`src/design/cpra_pkg.sv`:
```
package cpra_pkg;

    localparam int REG_SLOTS       = 64;
    localparam int IDX_W           = $clog2(REG_SLOTS);
    localparam int OWNER_FIELD_W   = 16;
    localparam int OWNER_WIDTH_DEF = 16;
    localparam int INT_COUNT       = 15;
    localparam int FLT_COUNT       = 21;

    localparam logic [1:0] CLS_INT = 2'd0;
    localparam logic [1:0] CLS_FLT = 2'd1;
    localparam logic [1:0] CLS_PTR = 2'd2;

    localparam logic [3:0] SPILL_BYTES_WORD = 4'd4;
    localparam logic [3:0] SPILL_BYTES_PTR  = 4'd8;

    // s1, s2..s11, t3..t6
    localparam logic [IDX_W-1:0] INT_PREFS [INT_COUNT] = '{
        6'd9,  6'd18, 6'd19, 6'd20, 6'd21, 6'd22, 6'd23, 6'd24,
        6'd25, 6'd26, 6'd27, 6'd28, 6'd29, 6'd30, 6'd31
    };

    // ft0..ft7, fs3..fs11, ft8..ft11
    localparam logic [IDX_W-1:0] FLT_PREFS [FLT_COUNT] = '{
        6'd32, 6'd33, 6'd34, 6'd35, 6'd36, 6'd37, 6'd38, 6'd39,
        6'd51, 6'd52, 6'd53, 6'd54, 6'd55, 6'd56, 6'd57, 6'd58, 6'd59,
        6'd60, 6'd61, 6'd62, 6'd63
    };

    typedef enum logic {
        CMD_ALLOC   = 1'b0,
        CMD_RELEASE = 1'b1
    } cmd_t;

    typedef struct packed {
        cmd_t                     cmd;
        logic [1:0]               reg_class;
        logic [OWNER_FIELD_W-1:0] owner_id;
    } req_item_t;

    typedef struct packed {
        logic             granted;
        logic [IDX_W-1:0] reg_number;
        logic             spilled;
        logic [3:0]       spill_bytes;
    } rsp_item_t;

    typedef struct packed {
        logic             found;
        logic [IDX_W-1:0] reg_number;
    } pick_t;

    typedef struct packed {
        logic             alloc_en;
        logic [IDX_W-1:0] alloc_idx;
        logic             release_en;
    } tbl_ctrl_t;

endpackage

```
`src/design/cpra_pick.sv`:
```
module cpra_pick (
    input  logic [cpra_pkg::REG_SLOTS-1:0] busy_vec,
    input  logic [1:0]                     reg_class,
    output cpra_pkg::pick_t                pick
);
    import cpra_pkg::*;

    always_comb
    begin
        pick = '0;
        if (reg_class == CLS_FLT)
        begin
            for (int k = FLT_COUNT - 1; k >= 0; k--)
            begin
                if (!busy_vec[FLT_PREFS[k]])
                begin
                    pick.found      = 1'b1;
                    pick.reg_number = FLT_PREFS[k];
                end
            end
        end
        else
        begin
            for (int k = INT_COUNT - 1; k >= 0; k--)
            begin
                if (!busy_vec[INT_PREFS[k]])
                begin
                    pick.found      = 1'b1;
                    pick.reg_number = INT_PREFS[k];
                end
            end
        end
    end

endmodule

```
`src/design/cpra_table.sv`:
```
module cpra_table #(
    parameter int OWNER_WIDTH = cpra_pkg::OWNER_WIDTH_DEF
) (
    input  logic                           clk,
    input  logic                           rst_n,
    input  cpra_pkg::tbl_ctrl_t            ctrl,
    input  logic [OWNER_WIDTH-1:0]         tag,
    output logic [cpra_pkg::REG_SLOTS-1:0] busy_vec
);
    import cpra_pkg::*;

    logic [REG_SLOTS-1:0]   busy_reg;
    logic [REG_SLOTS-1:0]   busy_next;
    logic [OWNER_WIDTH-1:0] tag_reg [REG_SLOTS];

    always_comb
    begin
        busy_next = busy_reg;
        for (int i = 0; i < REG_SLOTS; i++)
        begin
            if (ctrl.release_en && tag_reg[i] == tag)
                busy_next[i] = 1'b0;
            if (ctrl.alloc_en && ctrl.alloc_idx == IDX_W'(i))
                busy_next[i] = 1'b1;
        end
    end

    always_ff @(posedge clk or negedge rst_n)
    begin
        if (!rst_n)
            busy_reg <= '0;
        else
            busy_reg <= busy_next;
    end

    // tags are only looked at while the entry is busy
    always_ff @(posedge clk)
    begin
        if (ctrl.alloc_en)
            tag_reg[ctrl.alloc_idx] <= tag;
    end

    assign busy_vec = busy_reg;

endmodule

```
`src/design/class_pool_register_allocator.sv`:
```
// Class-pool register allocator.
// Request channel: a transaction is taken on a rising edge with start high
// and busy low. busy is never raised, so a request may be issued every cycle.
// cmd alloc grants the first free register of the class list (integer and
// pointer share one list, float has its own, floats numbered 32 plus n) and
// tags it with owner_id; with no free register the result flags a spill with
// the slot length. cmd release frees every register tagged with owner_id.
// Result channel: every request gives exactly one result. done is high for
// one cycle per request, once the request has passed the input register and
// one pass of pick and tag compare into the result register; the result is
// valid while done is high and is taken at the edge that ends it. Throughput
// is one transaction per cycle; back-to-back requests see the table as left
// by the one before. The receiver cannot stall, so no result is held.
// Reset clears all busy bits and drops any transaction in flight.
module class_pool_register_allocator #(
    parameter int OWNER_WIDTH = cpra_pkg::OWNER_WIDTH_DEF
) (
    input  logic                clk,
    input  logic                rst_n,
    input  logic                start,
    output logic                busy,
    input  cpra_pkg::req_item_t request,
    output logic                done,
    output cpra_pkg::rsp_item_t result
);
    import cpra_pkg::*;

    logic                 in_valid_reg;
    req_item_t            in_item_reg;
    logic                 done_reg;
    rsp_item_t            result_reg;
    rsp_item_t            result_next;
    logic [REG_SLOTS-1:0] busy_vec;
    pick_t                pick;
    tbl_ctrl_t            ctrl;
    logic [31:0]          owner_ext;
    logic [OWNER_WIDTH-1:0] tag;

    assign busy      = 1'b0;
    assign owner_ext = 32'(in_item_reg.owner_id);
    assign tag       = owner_ext[OWNER_WIDTH-1:0];

    always_ff @(posedge clk or negedge rst_n)
    begin
        if (!rst_n)
            in_valid_reg <= 1'b0;
        else
            in_valid_reg <= start && !busy;
    end

    always_ff @(posedge clk)
    begin
        if (start && !busy)
            in_item_reg <= request;
    end

    cpra_pick u_pick (
        .busy_vec  (busy_vec),
        .reg_class (in_item_reg.reg_class),
        .pick      (pick)
    );

    always_comb
    begin
        ctrl.alloc_en   = in_valid_reg && in_item_reg.cmd == CMD_ALLOC && pick.found;
        ctrl.alloc_idx  = pick.reg_number;
        ctrl.release_en = in_valid_reg && in_item_reg.cmd == CMD_RELEASE;
    end

    cpra_table #(
        .OWNER_WIDTH (OWNER_WIDTH)
    ) u_table (
        .clk      (clk),
        .rst_n    (rst_n),
        .ctrl     (ctrl),
        .tag      (tag),
        .busy_vec (busy_vec)
    );

    always_comb
    begin
        result_next = '0;
        if (in_item_reg.cmd == CMD_ALLOC)
        begin
            if (pick.found)
            begin
                result_next.granted    = 1'b1;
                result_next.reg_number = pick.reg_number;
            end
            else
            begin
                result_next.spilled     = 1'b1;
                result_next.spill_bytes = (in_item_reg.reg_class == CLS_PTR) ?
                                          SPILL_BYTES_PTR : SPILL_BYTES_WORD;
            end
        end
    end

    always_ff @(posedge clk or negedge rst_n)
    begin
        if (!rst_n)
            done_reg <= 1'b0;
        else
            done_reg <= in_valid_reg;
    end

    always_ff @(posedge clk)
    begin
        if (in_valid_reg)
            result_reg <= result_next;
    end

    assign done   = done_reg;
    assign result = result_reg;

endmodule
```
`config.mk`:
```
export PLATFORM = sky130hd
export DESIGN_NAME = class_pool_register_allocator
export DESIGN_NICKNAME = d
export VERILOG_FILES = /design/src/design/cpra_pkg.sv /design/src/design/cpra_pick.sv /design/src/design/cpra_table.sv /design/src/design/class_pool_register_allocator.sv
export SDC_FILE = /design/constraint.sdc
export NUM_CORES = 1
export LEC_CHECK = 0
export BUFFER_PORTS_ARGS = -buffer_cell sky130_fd_sc_hd__buf_4
export CORE_UTILIZATION = 57
export DETAILED_ROUTE_END_ITERATION = 12
export HOLD_SLACK_MARGIN = 0.03
export MAX_ROUTING_LAYER = met4
export PLACE_DENSITY = 0.73
export SYNTH_ARGS = -nofsm -noshare
export SYNTH_HDL_FRONTEND = slang
export SYNTH_SLANG_ARGS = --single-unit
```
`constraint.sdc`:
```
create_clock -name clk -period 8.8 [get_ports clk]
set_clock_uncertainty 0.1 [all_clocks]
set_input_delay 0.88 -clock clk [delete_from_list [all_inputs] [get_ports clk]]
set_output_delay 0.88 -clock clk [all_outputs]
set_load 0.05 [all_outputs]
```
==> results of run 1 <==
==> critical path, stage by stage, from the launching register on <==
cell      delay [ps]
edfxtp_1         430
nand2b_1         340
nand2_1          240
nor3_1           100
nor3_1           410
nand2_1          600
nor3_2          1150
==> cells in the mapped netlist, types with 2 or more instances <==
| cell type | count | area share (%) |
|---|---|---|
| a21oi_1 | 6 | 0.11 |
| nor3_2 | 8 | 0.30 |
| xor2_1 | 474 | 15 |
| nor2b_1 | 5 | 0.12 |
| buf_6 | 2 | 0.083 |
| buf_2 | 6 | 0.11 |
| dfrtp_1 | 38 | 3.5 |
| clkbuf_1 | 60 | 0.83 |
| xnor2_1 | 102 | 3.3 |
| a21o_1 | 2 | 0.055 |
| buf_4 | 3 | 0.083 |
| nand2_1 | 27 | 0.37 |
| edfxtp_1 | 605 | 67 |
| and4_1 | 2 | 0.065 |
| inv_1 | 9 | 0.12 |
| o21ai_0 | 34 | 0.63 |
| o221a_2 | 2 | 0.083 |
| a31oi_1 | 3 | 0.069 |
| nor4_1 | 101 | 2.3 |
| o31ai_1 | 28 | 0.78 |
| nor2_1 | 12 | 0.17 |
| o32ai_1 | 4 | 0.13 |
| buf_1 | 22 | 0.30 |
| and2_1 | 3 | 0.069 |
| nand3_1 | 54 | 1.0 |
| nand2b_1 | 6 | 0.14 |
| or2_1 | 5 | 0.12 |
| a32oi_1 | 2 | 0.065 |
| nor3_1 | 63 | 1.2 |
| or3_1 | 2 | 0.046 |
| o211ai_1 | 2 | 0.055 |
| nand4_1 | 35 | 0.81 |
| o31ai_4 | 2 | 0.16 |
==> per-stage QoR <==
stage          cell area (µm²)  hold WS (ps)  total power [µW]  worst slack, ps
6_report                 30200           178              7040             5030
5_1_grt                  30200           210              7270             4810
4_1_cts                  30200           170              7080             5080
3_5_place_dp             28200           438              4460             5090
3_3_place_gp             28200           432              4440             5210
2_1_floorplan            27100           394              4140             5380
==> cells by family after synthesis <==
kind of cell,synth area share [%]
xor+xnor,18.6
other cells,0.0138
buf+inv,1.54
simple gates,6.89
flops,70.6
compound gates,2.36
==> worst min path at each step <==
stage               slack, ps  cells after the start                   end            startpoint
floorplan                 390                      2  u_table.busy_vec[19]  u_table.busy_vec[19]
global placement          430                      2  u_table.busy_vec[18]  u_table.busy_vec[18]
detailed placement        440                      2  u_table.busy_vec[18]  u_table.busy_vec[18]
CTS                       170                      1  u_table.busy_vec[38]                 rst_n
global route              210                      1  u_table.busy_vec[28]                 rst_n
finish                    180                      1  u_table.busy_vec[53]                 rst_n
==> layout make-up <==
cell class	instances	area, µm²
clock inverter	29	189
multi-input combinational	1000	7700
inverter	9	33.8
tap	607	759
fill	3207	16600
timing repair buffer	69	556
sequential	643	19100
clock buffer	88	1840
antenna	1	2.50
==> power by group through the flow <==
| stage | Sequential, µW | Clock [µW] | Combinational (µW) |
|---|---|---|---|
| CTS | 3550 | 2680 | 852 |
| global placement | 3610 | 0 | 831 |
| global route | 3560 | 2790 | 917 |
| detailed placement | 3610 | 0 | 848 |
| finish | 3550 | 2640 | 850 |
| floorplan | 3640 | 0 | 497 |
==> per-layer routing <==
| layer | wire, µm | vias up |
|---|---|---|
| met5 | 0 | - |
| met3 | 3170 | 67 |
| met1 | 25400 | 7138 |
| met4 | 878 | 0 |
| li1 | - | 6479 |
| met2 | 26400 | 412 |
==> metrics.md, run 1 <==
| Metric | Value |
|---|---|
| Yosys warnings | 0 |
| Startpoint-to-endpoint class of the critical path | flop to flop |
| GRT met1 Usage | 34.5% |
| Launching point of the worst reg2reg path | in_item_reg[17] |
| Drt initial violations | 1448 |
| Distinct cell type count after synthesis | 47 |
| Gates resized, CTS repair | 0 |
| Number of hold buffers added after cts | 0 |
| Final Slew Violations | 0 |
| TritonCTS clock tree | built |
| Buffer levels on the longest clock path | 3 |
| Summed negative setup slack over all endpoints | 0 ps |
| Number of antenna violations at the first check in global routing | 1 |
| Switching Fraction | 25.7% |
| Power density over the cells | 233 nW/µm² |
| Final core occ | 64.6% |
| Sequential share of the synthesized area | 70.6% |
| GRT met2 Usage | 37.6% |
| Post-Layout Cell Count | 2446 |
| Starting Density | 57.9% |
| Global-route congestion overflow total | 0 |
| Fraction of power consumed by the clock network | 37.5% |
| Weighted congestion reported at the end of routability-driven placement | 0.991 |
| Minimum clock period after layout | 3770 ps |
| Global-route wire length before repair | 85100 µm |
| Highest clock rate | 0.266 GHz |
| Clk root buf | clkbuf_16 |
| Count of flip-flops with a built-in enable after synthesis | 605 |
| Die Y | 220 µm |
| Number of buffer cells added on primary ports | 32 |
| Flip-flop count of the largest register after layout | 576 |
| Switching power summed over all nets | 1810 µW |
| Status | finished with violations |
| DRC violations left | 5 |
| Total Wirelength | 55800 µm |
| Average wire length per cell after detail routing | 22.8 µm |
| Highest-count cells in the layout ignoring fill and taps | 605 x edfxtp_1, 474 x xor2_1, 102 x xnor2_1 |
| Proportion of layout cells with a drive suffix above 1 | 11.0% |
| Depth of the worst register-to-register path | 6 |
| Proportion of synthesized flip-flops having asynchronous set or reset | 5.91% |
| Number of failing setup endpoints in the final timing report | 0 |
| Core footprint | 46800 µm² |
| Number of detailed-route iterations in the first pass | 12 |
| H-Tree Level Count | 3 |
| Worst slew pin tran | 1300 ps |
| Number of synthesized register bits | 643 |
| Pin count of the biggest net entering global routing | 73 |
| Startpoint of the most critical setup path | in_item_reg[17] |
| Crit path arrival time | 3850 ps |
| Sequential group share of total power | 50.5% |
| RSZ-0062 raised after global routing | false |
| HPWL reported at the end of detailed placement | 30600 µm |
| Number of placed I/O pins | 36 |
| Busiest layer in global routing | met2 |
| Power Internal | 5230 µW |
| Global-route track usage on met3 | 3.59% |
| Path class of the lowest-slack min-delay path | primary input to asynchronous set/reset pin |
| CP Data Required Time | 8890 ps |
| Post-detailed-route count of antenna-violating nets | 0 |
| Cells after synthesis | 1743 |
| Number of endpoints with negative hold slack in the final report | 0 |
| Failing checks | design-rule violations |
| Routed via count | 14100 |
| Number of global-route vias before repair | 14000 |
| Maximum vdd ir drop | 0.128 mV |
| Largest driver fanout on the critical path | 16 |
| Post-synthesis area per instance | 15.5 µm² |
| Final nets | 1812 |
| Number of cells in the design after placement | 2328 |
| Post-Syn Area | 27100 µm² |
| Number of buffers created by CTS | 67 |
| Tightest slew margin relative to the limit | 12.6% |
| Cell row count | 79 |
| Kind of capture point of the worst setup path | flop |
| Clk pin slew, worst setup/hold paths | 60 ps |
| Average vias per placed instance | 5.76 |
| Worst reg-to-reg setup slack | 5030 ps |
| Commonest register cell after synthesis | edfxtp_1 |
| Startpoint class of the critical path | flop |
| Layout area overhead | 11.5% |
| Share of the clock period used by the worst path after layout | 42.8% |
| Endpoint of the worst register-to-register path | u_table.tag_reg[33][3] |
| DIE WIDTH | 220 µm |
| Max-capacitance violation count | 0 |
| Pleak | 0.00997 µW |
| Later-pin clock latency in the skew report | 580 ps |
| Die Area | 48400 µm² |
| Combinational share of power | 12.1% |
| Sink Count | 643 |
| Number of buffers inserted to repair setup after CTS | 0 |
| Most common library cell in the layout ignoring fill and taps | edfxtp_1 |
| Endpoint of the worst setup timing path | u_table.tag_reg[33][3] |
| Total global routing track utilization | 24.5% |
Note: power is estimated with default switching activity, not from simulation.
==> run 2, diff against run 1 <==
--- a/config.mk
+++ b/config.mk
@@ -10,7 +10,7 @@
 export DETAILED_ROUTE_END_ITERATION = 12
 export HOLD_SLACK_MARGIN = 0.03
 export MAX_ROUTING_LAYER = met4
-export PLACE_DENSITY = 0.73
+export PLACE_DENSITY = 0.76
 export SYNTH_ARGS = -nofsm -noshare
 export SYNTH_HDL_FRONTEND = slang
 export SYNTH_SLANG_ARGS = --single-unit
==> constraint.sdc (replaced) <==
create_clock -name clk -period 3.1 [get_ports clk]
set_clock_uncertainty 0.1 [all_clocks]
set_input_delay 0.31 -clock clk [delete_from_list [all_inputs] [get_ports clk]]
set_output_delay 0.31 -clock clk [all_outputs]
set_load 0.05 [all_outputs]
==> run 2 against run 1 <==
The flow still finishes with violations (design-rule violations). Highest routed layer unchanged. Critical path type unchanged. Largest power group unchanged. First-iteration DRC count shrank 13%. Die area is the same. Largest cell class unchanged. Clock power grew to 2.9 times the previous value. Critical endpoint is now u_table.tag_reg[30][1]. Hold slack lost 12 ps. Cell count grew 4.1%. Sequential share of layout area shrank 2.4 points. Sequential power grew to 2.8 times the previous value.
==> metrics.md, run 2 (synthesized netlist as in run 1, its figures left out) <==
| Metric | Value |
|---|---|
| Routed via count | 14800 (+5.2%) |
| Path class of the lowest-slack min-delay path | primary input to asynchronous set/reset pin |
| Number of detailed-route iterations in the first pass | 11 (-1) |
| Drt initial violations | 1254 (-13%) |
| Share of the clock period used by the worst path after layout | 94.7% (+52 points) |
| Startpoint class of the critical path | flop |
| Final nets | 1908 (+5.3%) |
| Number of buffer cells added on primary ports | 32 (unchanged) |
| Average vias per placed instance | 5.82 (+1.0%) |
| Minimum clock period after layout | 2940 ps (-829 ps) |
| Kind of capture point of the worst setup path | flop |
| Power density over the cells | 654 nW/µm² (+180%) |
| H-Tree Level Count | 3 (unchanged) |
| Die Area | 48400 µm² (unchanged) |
| Number of global-route vias before repair | 14800 (+5.8%) |
| Post-detailed-route count of antenna-violating nets | 0 (unchanged) |
| Number of antenna violations at the first check in global routing | 3 (+2) |
| Final Slew Violations | 0 (unchanged) |
| Failing checks | design-rule violations |
| Worst reg-to-reg setup slack | 160 ps (-4870 ps) |
| Crit path arrival time | 3140 ps (-710 ps) |
| Number of cells on the critical path | 7 (+1) |
| Worst path cell trace | nand2b_1, or3_4, nor3_4, a21oi_2, or4_4, nor3_2, buf_12 |
| Maximum vdd ir drop | 0.410 mV (+220%) |
| Slowest stage cell, crit path | or4_4 |
| Total Wirelength | 57800 µm (+3.5%) |
| TritonCTS clock tree | built |
| Startpoint-to-endpoint class of the critical path | flop to flop |
| Top cell family by delay on the critical path | simple AND/OR/NAND/NOR gates |
| Global-route congestion overflow total | 0 (unchanged) |
| Layout area overhead | 15.9% |
| RSZ-0062 raised after global routing | false |
| Longest individual stage delay on the worst path | 690 ps (-460 ps) |
| Proportion of layout cells with a drive suffix above 1 | 14.5% (+3.5 points) |
| Core footprint | 46800 µm² (unchanged) |
| Summed negative setup slack over all endpoints | 0 ps (unchanged) |
| Weighted congestion reported at the end of routability-driven placement | 0.980 (-1.1%) |
| Launching point of the worst reg2reg path | in_item_reg[17] |
| Startpoint of the most critical setup path | in_item_reg[17] |
| Endpoint of the worst register-to-register path | u_table.tag_reg[30][1] |
| Status | finished with violations |
| Later-pin clock latency in the skew report | 590 ps (about the same) |
| Endpoint of the worst setup timing path | u_table.tag_reg[30][1] |
| Pleak | 0.0106 µW (+6.4%) |
| Cell row count | 79 (unchanged) |
| Number of cells in the design after placement | 2404 (+3.3%) |
| Total global routing track utilization | 25.3% (+0.74 points) |
| Clk root buf | clkbuf_16 |
| Most common library cell in the layout ignoring fill and taps | edfxtp_1 |
| Global-route wire length before repair | 88000 µm (+3.4%) |
| Highest clock rate | 0.341 GHz (+28%) |
| Die Y | 220 µm (unchanged) |
| Starting Density | 57.9% (unchanged) |
| Final worst hold slack | 166 ps (-12.0 ps) |
| Buf/Inv on CP | 1 (+1) |
| Pin count of the biggest net entering global routing | 68 (-6.8%) |
| Number of placed I/O pins | 36 (unchanged) |
| Average wire length per cell after detail routing | 22.7 µm (-0.58%) |
| HPWL reported at the end of detailed placement | 33000 µm (+7.6%) |
| Tightest slew margin relative to the limit | 49.9% (+37 points) |
| Flip-flop count of the largest register after layout | 576 (unchanged) |
| Post-Layout Cell Count | 2546 (+4.1%) |
| CP Data Required Time | 3300 ps (-5590 ps) |
| Number of failing setup endpoints in the final timing report | 0 (unchanged) |
| Highest-count cells in the layout ignoring fill and taps | 605 x edfxtp_1, 474 x xor2_1, 117 x buf_4 |
| Depth of the worst register-to-register path | 7 (+1) |
| Buffer levels on the longest clock path | 3 (unchanged) |
| Overall power consumption | 20500 µW (+190%) |
| Number of buffers created by CTS | 66 (-1.5%) |
| DIE WIDTH | 220 µm (unchanged) |
| Worst slew pin tran | 751 ps (-553 ps) |
| Sink Count | 643 (unchanged) |
| DRC violations left | 6 (+1) |
| Clk pin slew, worst setup/hold paths | 60 ps (about the same) |
| Number of endpoints with negative hold slack in the final report | 0 (unchanged) |
| Largest driver fanout on the critical path | 16 (unchanged) |
| Number of fill cells | 3055 (-4.7%) |
| Max-capacitance violation count | 0 (unchanged) |
## run 2: stage by stage
stage                     util, %  setup slack [ps]  instance area [µm²]
after floorplan                 -              -322                27200
after global placement       62.2               248                29100
after detailed placement     62.2               197                29100
after CTS                    67.1               182                31400
after global routing         67.1              41.7                31400
final                        67.1               163                31400
## run 2: routing by layer
layer | wire length (µm) | GRT usage [%]
met1 | 24900 | 34.1
met3 | 3890 | 4.32
met4 | 1520 | 9.31
met5 | 0 | -
met2 | 27500 | 38.8
## run 2: worst register-to-register path: stages (launching register included)
cell and delay (ps):
edfxtp_1 420, nand2b_1 210, or3_4 430, nor3_4 220
a21oi_2 60, or4_4 690, nor3_2 330, buf_12 190
## run 2: how the worst min path moves through the flow
stage,start,endpoint,slack (ps),cells past startpoint
3_5_place_dp,rst_n,done,240,1
2_1_floorplan,rst_n,done,-90,0
6_report,rst_n,done,170,2
4_1_cts,rst_n,done,170,2
3_3_place_gp,rst_n,done,230,1
5_1_grt,rst_n,done,200,2
## run 2: where the power goes
group | switching, µW | internal (µW) | total (µW)
clock network | 3180 | 4480 | 7660
logic | 1890 | 874 | 2770
registers | 220 | 9870 | 10100
## run 2: final cells by class
type                       count  area (µm²)  area share (%)
antenna                        3        7.51          0.0239
clock buffer                  89        1830            5.84
clock inverter                29         248           0.789
inverter                       9        33.8           0.108
multi-input combinational   1000        7740            24.7
sequential                   643       19100            60.9
tap                          607         759            2.42
timing repair buffer         166        1650            5.25
## run 2: repair_timing
item | 4_1_cts | 5_1_grt
hold endpoints to repair | 61 | 0
buffers inserted | 0 | 0
resized for setup | 0 | 0
hold buffers | 21 | 0
